## config.mk

```make
export PLATFORM = sky130hd
export DESIGN_NAME = srt_ctrl
export DESIGN_NICKNAME = d
export VERILOG_FILES = /design/src/rtl/srt_pkg.sv /design/src/rtl/srt_ctrl.sv
export SDC_FILE = /design/constraint.sdc
export NUM_CORES = 1
export LEC_CHECK = 0
export ABC_AREA = 1
export BUFFER_PORTS_ARGS = -buffer_cell sky130_fd_sc_hd__buf_2
export CAP_MARGIN = 15
export CORE_AREA = 2 2 39 41
export CTS_BUF_LIST = sky130_fd_sc_hd__clkbuf_2 sky130_fd_sc_hd__clkbuf_4 sky130_fd_sc_hd__clkbuf_8
export DETAILED_ROUTE_END_ITERATION = 10
export DIE_AREA = 0 0 41 43
export GPL_TIMING_DRIVEN = 0
export PLACE_DENSITY = 0.69
export REMOVE_ABC_BUFFERS = 1
export SLEW_MARGIN = 5
export SYNTH_ARGS = -nofsm -noshare
export SYNTH_HDL_FRONTEND = slang
export SYNTH_SLANG_ARGS = --single-unit
```

## constraint.sdc

```tcl
create_clock -name clock -period 1.3 [get_ports clock]
set_input_delay 0.26 -clock clock [delete_from_list [all_inputs] [get_ports clock]]
set_output_delay 0.26 -clock clock [all_outputs]
set_load 0.05 [all_outputs]
```

## src/rtl/srt_pkg.sv

```systemverilog
// shared types and constants for the sorted record table
// no dependencies
`default_nettype none

package srt_pkg;

   localparam int DEPTH_DEF = 64;

   localparam int OP_W     = 3;
   localparam int CODE_W   = 40;
   localparam int DAY_W    = 5;
   localparam int MONTH_W  = 4;
   localparam int YEAR_W   = 14;
   localparam int DATE_W   = YEAR_W + MONTH_W + DAY_W;
   localparam int POSTAL_W = 17;
   localparam int HANDLE_W = 32;
   localparam int STATUS_W = 2;

   typedef enum logic [OP_W-1:0] {
      OP_INSERT = 3'd0,
      OP_FIND   = 3'd1,
      OP_REMOVE = 3'd2,
      OP_RANGE  = 3'd3,
      OP_DUMP   = 3'd4
   } op_type;

   typedef enum logic [STATUS_W-1:0] {
      ST_OK    = 2'd0,
      ST_NONE  = 2'd1,
      ST_RANGE = 2'd2,
      ST_FULL  = 2'd3
   } status_type;

   // date packed as year, month, day so that it compares as a plain number
   typedef struct packed {
      logic [CODE_W-1:0]   code;
      logic [DATE_W-1:0]   date;
      logic [POSTAL_W-1:0] postal;
      logic [HANDLE_W-1:0] handle;
   } rec_type;

   typedef enum logic [2:0] {
      S_IDLE,
      S_DECODE,
      S_INS,
      S_PLACE0,
      S_SCAN,
      S_FLUSH
   } state_type;

   typedef enum logic [2:0] {
      POS_HOLD,
      POS_ZERO,
      POS_INC,
      POS_DEC,
      POS_TOP
   } pos_op_type;

   typedef enum logic [1:0] {
      EMIT_STATUS,
      EMIT_NEW,
      EMIT_PEND
   } emit_type;

   typedef enum logic {
      PLACE_NEXT,
      PLACE_ZERO
   } place_type;

   typedef struct packed {
      logic       load;
      pos_op_type pos_op;
      logic       head_cap;
      logic       ins_move;
      logic       ins_place;
      place_type  place_sel;
      logic       scan_init;
      logic       scan_step;
      logic       scan_finish;
      logic       emit;
      emit_type   emit_sel;
      status_type status;
   } cmd_type;

   typedef struct packed {
      op_type op;
      logic   rsp_free;
      logic   count_zero;
      logic   count_full;
      logic   range_bad;
      logic   move;
      logic   pos_zero;
      logic   at_end;
      logic   pend_valid;
   } sts_type;

endpackage

`default_nettype wire

```

## src/rtl/srt_ctrl.sv

```systemverilog
// sequencer for the sorted record table
// depends on srt_pkg
`default_nettype none

module srt_ctrl (
   input  wire logic            clock,
   input  wire logic            reset,
   input  wire logic            req_valid,
   output logic                 req_ready,
   input  srt_pkg::sts_type     sts,
   output srt_pkg::cmd_type     cmd
);

   srt_pkg::state_type state_ff, state_in;

   always_ff @(posedge clock) begin
      if (reset) begin
         state_ff <= srt_pkg::S_IDLE;
      end else begin
         state_ff <= state_in;
      end
   end

   always_comb begin
      state_in      = state_ff;
      req_ready     = 1'b0;
      cmd           = '0;
      cmd.pos_op    = srt_pkg::POS_HOLD;
      cmd.place_sel = srt_pkg::PLACE_NEXT;
      cmd.emit_sel  = srt_pkg::EMIT_STATUS;
      cmd.status    = srt_pkg::ST_OK;
      case (state_ff)
         srt_pkg::S_IDLE: begin
            req_ready = 1'b1;
            if (req_valid) begin
               cmd.load   = 1'b1;
               cmd.pos_op = srt_pkg::POS_ZERO;
               state_in   = srt_pkg::S_DECODE;
            end
         end
         srt_pkg::S_DECODE: begin
            case (sts.op)
               srt_pkg::OP_INSERT: begin
                  if (sts.count_full) begin
                     if (sts.rsp_free) begin
                        cmd.emit   = 1'b1;
                        cmd.status = srt_pkg::ST_FULL;
                        state_in   = srt_pkg::S_IDLE;
                     end
                  end else if (sts.count_zero) begin
                     if (sts.rsp_free) begin
                        cmd.ins_place = 1'b1;
                        cmd.place_sel = srt_pkg::PLACE_ZERO;
                        cmd.emit      = 1'b1;
                        cmd.emit_sel  = srt_pkg::EMIT_NEW;
                        state_in      = srt_pkg::S_IDLE;
                     end
                  end else begin
                     cmd.head_cap = 1'b1;
                     cmd.pos_op   = srt_pkg::POS_TOP;
                     state_in     = srt_pkg::S_INS;
                  end
               end
               srt_pkg::OP_FIND, srt_pkg::OP_REMOVE, srt_pkg::OP_DUMP: begin
                  cmd.scan_init = 1'b1;
                  state_in      = srt_pkg::S_SCAN;
               end
               srt_pkg::OP_RANGE: begin
                  if (sts.range_bad) begin
                     if (sts.rsp_free) begin
                        cmd.emit   = 1'b1;
                        cmd.status = srt_pkg::ST_RANGE;
                        state_in   = srt_pkg::S_IDLE;
                     end
                  end else begin
                     cmd.scan_init = 1'b1;
                     state_in      = srt_pkg::S_SCAN;
                  end
               end
               default: begin
                  state_in = srt_pkg::S_IDLE;
               end
            endcase
         end
         srt_pkg::S_INS: begin
            if (sts.rsp_free) begin
               if (sts.move) begin
                  cmd.ins_move = 1'b1;
                  if (sts.pos_zero) begin
                     state_in = srt_pkg::S_PLACE0;
                  end else begin
                     cmd.pos_op = srt_pkg::POS_DEC;
                  end
               end else begin
                  cmd.ins_place = 1'b1;
                  cmd.emit      = 1'b1;
                  cmd.emit_sel  = srt_pkg::EMIT_NEW;
                  state_in      = srt_pkg::S_IDLE;
               end
            end
         end
         srt_pkg::S_PLACE0: begin
            if (sts.rsp_free) begin
               cmd.ins_place = 1'b1;
               cmd.place_sel = srt_pkg::PLACE_ZERO;
               cmd.emit      = 1'b1;
               cmd.emit_sel  = srt_pkg::EMIT_NEW;
               state_in      = srt_pkg::S_IDLE;
            end
         end
         srt_pkg::S_SCAN: begin
            if (sts.at_end) begin
               cmd.scan_finish = 1'b1;
               state_in        = srt_pkg::S_FLUSH;
            end else if (sts.rsp_free) begin
               cmd.scan_step = 1'b1;
               cmd.pos_op    = srt_pkg::POS_INC;
            end
         end
         srt_pkg::S_FLUSH: begin
            if (sts.rsp_free) begin
               cmd.emit = 1'b1;
               if (sts.pend_valid) begin
                  cmd.emit_sel = srt_pkg::EMIT_PEND;
               end else begin
                  cmd.status = srt_pkg::ST_NONE;
               end
               state_in = srt_pkg::S_IDLE;
            end
         end
         default: begin
            state_in = srt_pkg::S_IDLE;
         end
      endcase
   end

endmodule

`default_nettype wire

```

Yosys cells after proc, flatten, opt, wreduce, memory -nomap -nowiden. Index checks and enable logic that the tools add are counted.

Eq/ne operators: 13. Mux-type cells: 59. Reduce and logical (&&, ||, !) cells: 5.

Operators by type and width (number): $mux 3 (13); $mux 2 (17); $pmux 3 s4 (2); $mux 4 (4); $pmux 3 s5 (1); $mux 1 (14); $eq 3x2->1 const B (4); $eq 3x3->1 const B (3); $pmux 3 s3 (1); $pmux 2 s2 (2); $eq 3x1->1 const B (2); $logic_not 3->1 (2); $ne 2x2->1 const B (3); $pmux 1 s2 (3); $mux 5 (1); $reduce_and 4->1 (1); $ne 3x3->1 const B (1); $pmux 1 s3 (1); $reduce_or 3->1 (1); $reduce_or 2->1 (1).

Bits in registers: 3. Output and inout port bits: 17. Word-level logic and storage cells: 78.

Logic depth before layout (Yosys ltp). Gate-level depths: netlist of run 1.

Depth after elaboration: 5. Depth in mapped cells: 9. Depth with buffers taken out: 9.

Least setup slack after synthesis of run 1. Ideal clock, no wire load.

Path type: reg-to-output. Start point: reg state_ff[1]. End point: out cmd[12] in the netlist's numbering. Arrival time: 2186 ps. Data required time: 1040 ps. Setup slack: -1146 ps. Cell stages (with the launch flop): 6. Path buffers: 0. Path through: dfxtp_1 -> inv_2 -> nand2_2 -> nor2_2 -> inv_1 -> o21ai_0.

RTL lines: from (decl) (RTL line srt_ctrl.sv:14) `srt_pkg::state_type state_ff, state_in;`; from (signal assigned) (RTL line srt_ctrl.sv:18) `state_ff <= srt_pkg::S_IDLE;`; from (signal assigned) (RTL line srt_ctrl.sv:20) `state_ff <= state_in;`; to (decl) (RTL line srt_ctrl.sv:11) `output srt_pkg::cmd_type cmd`.

==> reports/results.txt, run 1 <==
die area -> 0.00176 sq mm
first-pass GRT wire length -> 2.49 mm
vias in the first global route -> 687
commonest non-fill, non-tap cell in the layout -> nand2_1
Max Cap Violations -> 0
Crit Path Max Fanout -> 5
die span in y -> 43 um
Worst Path Arrival -> 1.33 ns
routed wl met3 -> 97 um
Final HPWL DP -> 1.00 mm
Fin. Hold Viols -> 0
Synth area leaders -> nand2_1 19%, dfxtp_1 13%, nand3_1 13%
WL met2 -> 1.06 mm
DR vias/cell -> 5.06
M1 wire length -> 764 um
max FFs per register -> 3
CTS tree -> yes
total gr overflow -> 0
# IOs -> 31
register area share after synthesis -> 12.7%
Starting Density -> 34.1%
status -> complete, but fails checks
Layout area overhead -> 125%
crit end category -> output pin
hold depth -> 2
Top Registers -> state_ff x3
HP Class -> input port to flip-flop
area taken by multi-input logic gates -> 479 sq um
peak supply drop -> 0.000628 V
Largest Register -> state_ff
Antenna Nets Post-Route -> 0
Non-Filler Instances -> 157
failing checks -> negative setup slack
Post-Syn Area -> 472 sq um
Clock Pin Slew Worst Setup and Hold Paths -> 0.04 ns
Int Power -> 414 uW
Core Box Area -> 0.00138 sq mm
minimum clock period -> 1.59 ns
# port buffers -> 30
syn avg cell area -> 5.02 sq um
CP startpoint kind -> flip-flop
cts hold-fix bufs -> 0
Placed Cells -> 139
combinational power share -> 60.1%
drt drc -> 0
Setup violations, final -> 17
Worst-Skew Late Latency -> 0.24 ns
largest area contributor in the netlist -> nand2_1
kind of critical path -> flip-flop to output pin
commonest cells after routing, fill and taps aside -> 21 x nand2_1, 16 x buf_4, 13 x buf_2, 10 x inv_1, 9 x buf_6
Diodes inserted -> 0
overall routing resource usage -> 19.8%
top layer used by detailed routing -> met4
initial antenna violation count -> 0
number of fillers in the final layout -> 90
fin nets -> 156
clk root buf -> clkbuf_4
Mapped Cells -> 94
drt total wl -> 1.97 mm
CTS buffer count -> 3
Least-Margin Pin Slew -> 0.278 ns
Netlist cell types -> 17
pins over their slew limit -> 0
Die X -> 41 um
relative slew slack -> 81.5%
Register-to-Register Path Depth -> 11
clock buffer depth -> 2
Synth Register Bits -> 3
leakage -> 0.556 nW
register area -> 71.3 sq um
Final WS setup -> -0.291 ns
sw power -> 337 uW
pin count of the biggest net entering global routing -> 10
initial drt markers -> 13
routed vias -> 795
Final GP Congestion -> 0.828
CTS H-tree depth -> 1
# rows -> 14
Clk network pwr share -> 24.9%
fin crit share -> 122%
clk sinks -> 3
clock skew -> 0.00468 ns
top cell type's share of synthesized area -> 19.1%
Place WS -> -0.250 ns
Power Dens Cells -> 708 mW/mm^2
routed len/inst -> 12.6 um
yosys warns -> 0
DR pass1 iterations -> 7
layout cells sized above 1 -> 63.1%
sw frac -> 44.9%
RSZ-0062 raised after global routing -> true
sequential share of power -> 15.0%
Req. time, crit path -> 1.04 ns
f_max -> 0.629 GHz
-- synthesized netlist by cell type --
library cell  count
a21oi_1           3
a21oi_2           1
buf_2             1
clkinv_1          1
dfxtp_1           3
inv_1            14
inv_2             3
nand2_1          24
nand2_2           4
nand3_1          12
nand3_2           1
nand4_1           2
nor2_1           13
nor2_2            5
nor3_1            1
o21ai_0           5
o31ai_1           1
-- kinds of logic after synthesis --
kind of cell	after synthesis	share of synthesized area, %
and+or+nand+nor	62	59.9
AOI/OAI and AO/OA	10	11.9
buffers and inverters	19	15.4
DFF	3	12.7
-- final cells by class --
type	count	share of cell area, %
tap	16	1.89
sequential	3	6.72
timing repair buffer	44	35.5
clock buffer	4	2.83
multi-input combinational	72	45.2
inverter	18	7.90
-- what timing repair did --
item,CTS,global route
resized for setup,70,21
endpoints found under the setup margin,17,17
pin swaps,11,9
setup buffers,9,5
-- path summary, 6_finish.rpt --
kind / from / endpoint / slack, ns
setup / recovery: state_ff[1]$_SDFFE_PP0P_ / cmd[1] / -0.29
hold / removal: reset / state_ff[0]$_SDFFE_PP0P_ / 0.21
setup reg to reg: state_ff[0]$_SDFFE_PP0P_ / state_ff[1]$_SDFFE_PP0P_ / 0.03
hold reg to reg: state_ff[1]$_SDFFE_PP0P_ / state_ff[2]$_SDFFE_PP0P_ / 0.68
-- worst max-delay path, cell delays in order (launching register included) --
cell and delay, ns:
dfxtp_4 0.37, inv_4 0.08, nand3_4 0.10, inv_4 0.10
nand4_1 0.10, o31ai_1 0.10, buf_4 0.24
-- power by group through the flow --
stage                     Sequential (mW)  Combinational (mW)  Clock, mW
after detailed placement            0.110               0.260          0
after global placement              0.110               0.258          0
final                               0.113               0.451      0.187
after CTS                           0.111               0.388      0.194
after global routing                0.114               0.472      0.201
after floorplan                     0.109               0.194          0
-- routing by layer --
| metal | up-vias | GRT usage (%) |
|---|---|---|
| li1 | 395 | - |
| met1 | 363 | 21.0 |
| met2 | 31 | 35.6 |
| met3 | 6 | 2.09 |
| met4 | 0 | 9.33 |
| met5 | - | 0 |
-- through the flow --
stage          cell area, sq um  hold WS (ns)  total power, mW  utilization [%]  setup TNS [ns]
2_1_floorplan               467         0.322            0.302                -           -6.63
3_3_place_gp                637         0.450            0.368             46.0           -1.83
3_5_place_dp                637         0.456            0.370             46.0           -1.88
4_1_cts                     950         0.198            0.693             68.6           -2.88
5_1_grt                    1060         0.198            0.787             76.7           -4.55
6_report                   1060         0.206            0.751             76.7           -3.51
No activity file was read; power rests on OpenSTA's default activity.
==> run 2, diff against run 1 <==
--- a/config.mk
+++ b/config.mk
@@ -15,6 +15,7 @@
 export GPL_TIMING_DRIVEN = 0
 export PLACE_DENSITY = 0.69
 export REMOVE_ABC_BUFFERS = 1
+export SKIP_LAST_GASP = 1
 export SLEW_MARGIN = 5
 export SYNTH_ARGS = -nofsm -noshare
 export SYNTH_HDL_FRONTEND = slang
==> run 2 against run 1 <==
Net effect:
- the flow still finishes with violations (negative setup slack)
- register-to-register slack about the same
- combinational power is essentially flat
- die area unchanged
- setup slack got worse by 0.0014 ns
- fmax is essentially flat
- total power is 0.42% lower
- design area fell by 0.35%
- critical path depth did not move
==> reports/results.txt, run 2 (synthesis results as in run 1) <==
vias in the first global route -> 687 (unchanged)
CP max stage cell -> dfxtp_4
pin count of the biggest net entering global routing -> 10 (unchanged)
relative slew slack -> 82.6% (+1.1 points)
hold depth -> 2 (unchanged)
drt drc -> 0 (unchanged)
drt total wl -> 1.98 mm (+0.25%)
commonest cells after routing, fill and taps aside -> 21 x nand2_1, 16 x buf_4, 13 x buf_2, 11 x inv_1, 10 x buf_6
CTS tree -> yes
hold endpoint -> state_ff[0]$_SDFFE_PP0P_
die span in y -> 43 um (unchanged)
Clock Pin Slew Worst Setup and Hold Paths -> 0.04 ns (about the same)
max FFs per register -> 3 (unchanged)
minimum clock period -> 1.59 ns (+0.00143 ns)
CTS H-tree depth -> 1 (unchanged)
Worst-Skew Late Latency -> 0.24 ns (about the same)
Req. time, crit path -> 1.04 ns (about the same)
clk root buf -> clkbuf_4
Max Cap Violations -> 0 (unchanged)
# rows -> 14 (unchanged)
Fin. Hold Viols -> 0 (unchanged)
CP Cell Sequence -> inv_4 > nand3_4 > inv_4 > nand4_1 > o31ai_1 > buf_4
routed vias -> 792 (-0.38%)
Diodes inserted -> 0 (unchanged)
pins over their slew limit -> 0 (unchanged)
Worst Path Arrival -> 1.33 ns (about the same)
die area -> 0.00176 sq mm (unchanged)
Least-Margin Pin Slew -> 0.261 ns (-0.0171 ns)
crit end category -> output pin
Crit Path Max Fanout -> 5 (unchanged)
Largest Register -> state_ff
clock buffer depth -> 2 (unchanged)
# IOs -> 31 (unchanged)
# port buffers -> 30 (unchanged)
Placed Cells -> 139 (unchanged)
Final WS setup -> -0.292 ns (-0.00143 ns)
first-pass GRT wire length -> 2.49 mm (unchanged)
clk sinks -> 3 (unchanged)
peak supply drop -> 0.000628 V (-0.12%)
f_max -> 0.628 GHz (about the same)
fin nets -> 156 (unchanged)
clock skew -> 0.00429 ns (-0.000381 ns)
HP Start -> reset
Top Registers -> state_ff x3
setup_tns -> -3.53 ns (-0.0248 ns)
crit-path most repeated cell -> inv_4
cts hold-fix bufs -> 0 (unchanged)
kind of critical path -> flip-flop to output pin
Antenna Nets Post-Route -> 0 (unchanged)
Reg-to-Reg Start -> state_ff[0]$_SDFFE_PP0P_
layout cells sized above 1 -> 62.4% (-0.71 points)
Starting Density -> 34.1% (unchanged)
Layout area overhead -> 124%
Register-to-Register Path Depth -> 11 (unchanged)
DR vias/cell -> 5.04 (-0.38%)
CTS buffer count -> 3 (unchanged)
leakage -> 0.557 nW (+0.19%)
number of fillers in the final layout -> 92 (+2.2%)
RSZ-0062 raised after global routing -> true
reg-to-reg critical path endpoint -> state_ff[1]$_SDFFE_PP0P_
HP Class -> input port to flip-flop
initial antenna violation count -> 0 (unchanged)
Die X -> 41 um (unchanged)
Reg2Reg Setup Slack -> 0.03 ns (about the same)
DR pass1 iterations -> 6 (-1)
Setup violations, final -> 17 (unchanged)
Final HPWL DP -> 1.00 mm (unchanged)
total gr overflow -> 0 (unchanged)
CP startpoint kind -> flip-flop
routed len/inst -> 12.6 um (+0.25%)
total power -> 748 uW (-0.42%)
status -> complete, but fails checks
Non-Filler Instances -> 157 (unchanged)
Final GP Congestion -> 0.828 (unchanged)
initial drt markers -> 13 (unchanged)
Place WS -> -0.250 ns (unchanged)
Power Dens Cells -> 708 mW/mm^2 (about the same)
commonest non-fill, non-tap cell in the layout -> nand2_1
Core Box Area -> 0.00138 sq mm (unchanged)
fin crit share -> 122% (about the same)
CP peak stage delay -> 0.37 ns (about the same)
failing checks -> negative setup slack
overall routing resource usage -> 19.8% (unchanged)
[run 2: changes by cell type in the layout (fill, tap and decap cells not counted)]
cell / delta
buf_8: -1
buf_6: +1
inv_2: -1
inv_1: +1
[run 2: cell type report]
class	count	area, sq um	area share (%)
Clock buffer	4	30.0	2.84
Multi-Input combinational cell	72	479	45.3
Tap cell	16	20.0	1.89
Inverter	18	83.8	7.93
Timing Repair Buffer	44	373	35.3
Sequential cell	3	71.3	6.75
[run 2: layer usage]
metal	routed length (um)	GRT usage [%]	vias to the layer above
met4	51	9.33	0
li1	-	-	396
met5	0	0	-
met3	100	2.09	6
met2	1050	35.6	33
met1	776	21.0	357
[run 2: repair_timing]
item | CTS | global route
gates cloned | 0 | 0
resized for setup | 68 | 21
endpoints found under the setup margin | 17 | 17
buffers inserted | 9 | 5
pin swaps | 11 | 9
[run 2: how the worst max path moves through the flow]
stage / from / to / slack, ns
CTS: state_ff[0]$_SDFFE_PP0P_ / cmd[12] / -0.30
finish: state_ff[1]$_SDFFE_PP0P_ / cmd[1] / -0.29
global route: state_ff[0]$_SDFFE_PP0P_ / cmd[13] / -0.34
floorplan: state_ff[1]$_SDFFE_PP0P_ / cmd[12] / -1.15
detailed placement: sts[9] / cmd[4] / -0.25
global placement: sts[9] / cmd[4] / -0.24
[run 2: worst max-delay path, delay by kind of cell (launching register included)]
kind	cells	cell delay (ns)
compound gates	1	0.10
buf+inv	3	0.42
flops	1	0.37
simple gates	2	0.20
[run 2: power by group]
part | leakage [nW] | switching, mW | internal (mW)
clock | 0.0184 | 0.0517 | 0.136
combinational | 0.512 | 0.272 | 0.176
sequential | 0.0267 | 0.0132 | 0.0998
total | 0.557 | 0.337 | 0.411
[run 2: metrics by stage]
| step | utilization (%) | hold WS [ns] | area [sq um] |
|---|---|---|---|
| finish | 76.4 | 0.204 | 1060 |
| global route | 76.4 | 0.198 | 1060 |
| CTS | 68.4 | 0.198 | 946 |
| detailed placement | 46.0 | 0.456 | 637 |
| global placement | 46.0 | 0.450 | 637 |
| floorplan | - | 0.322 | 467 |
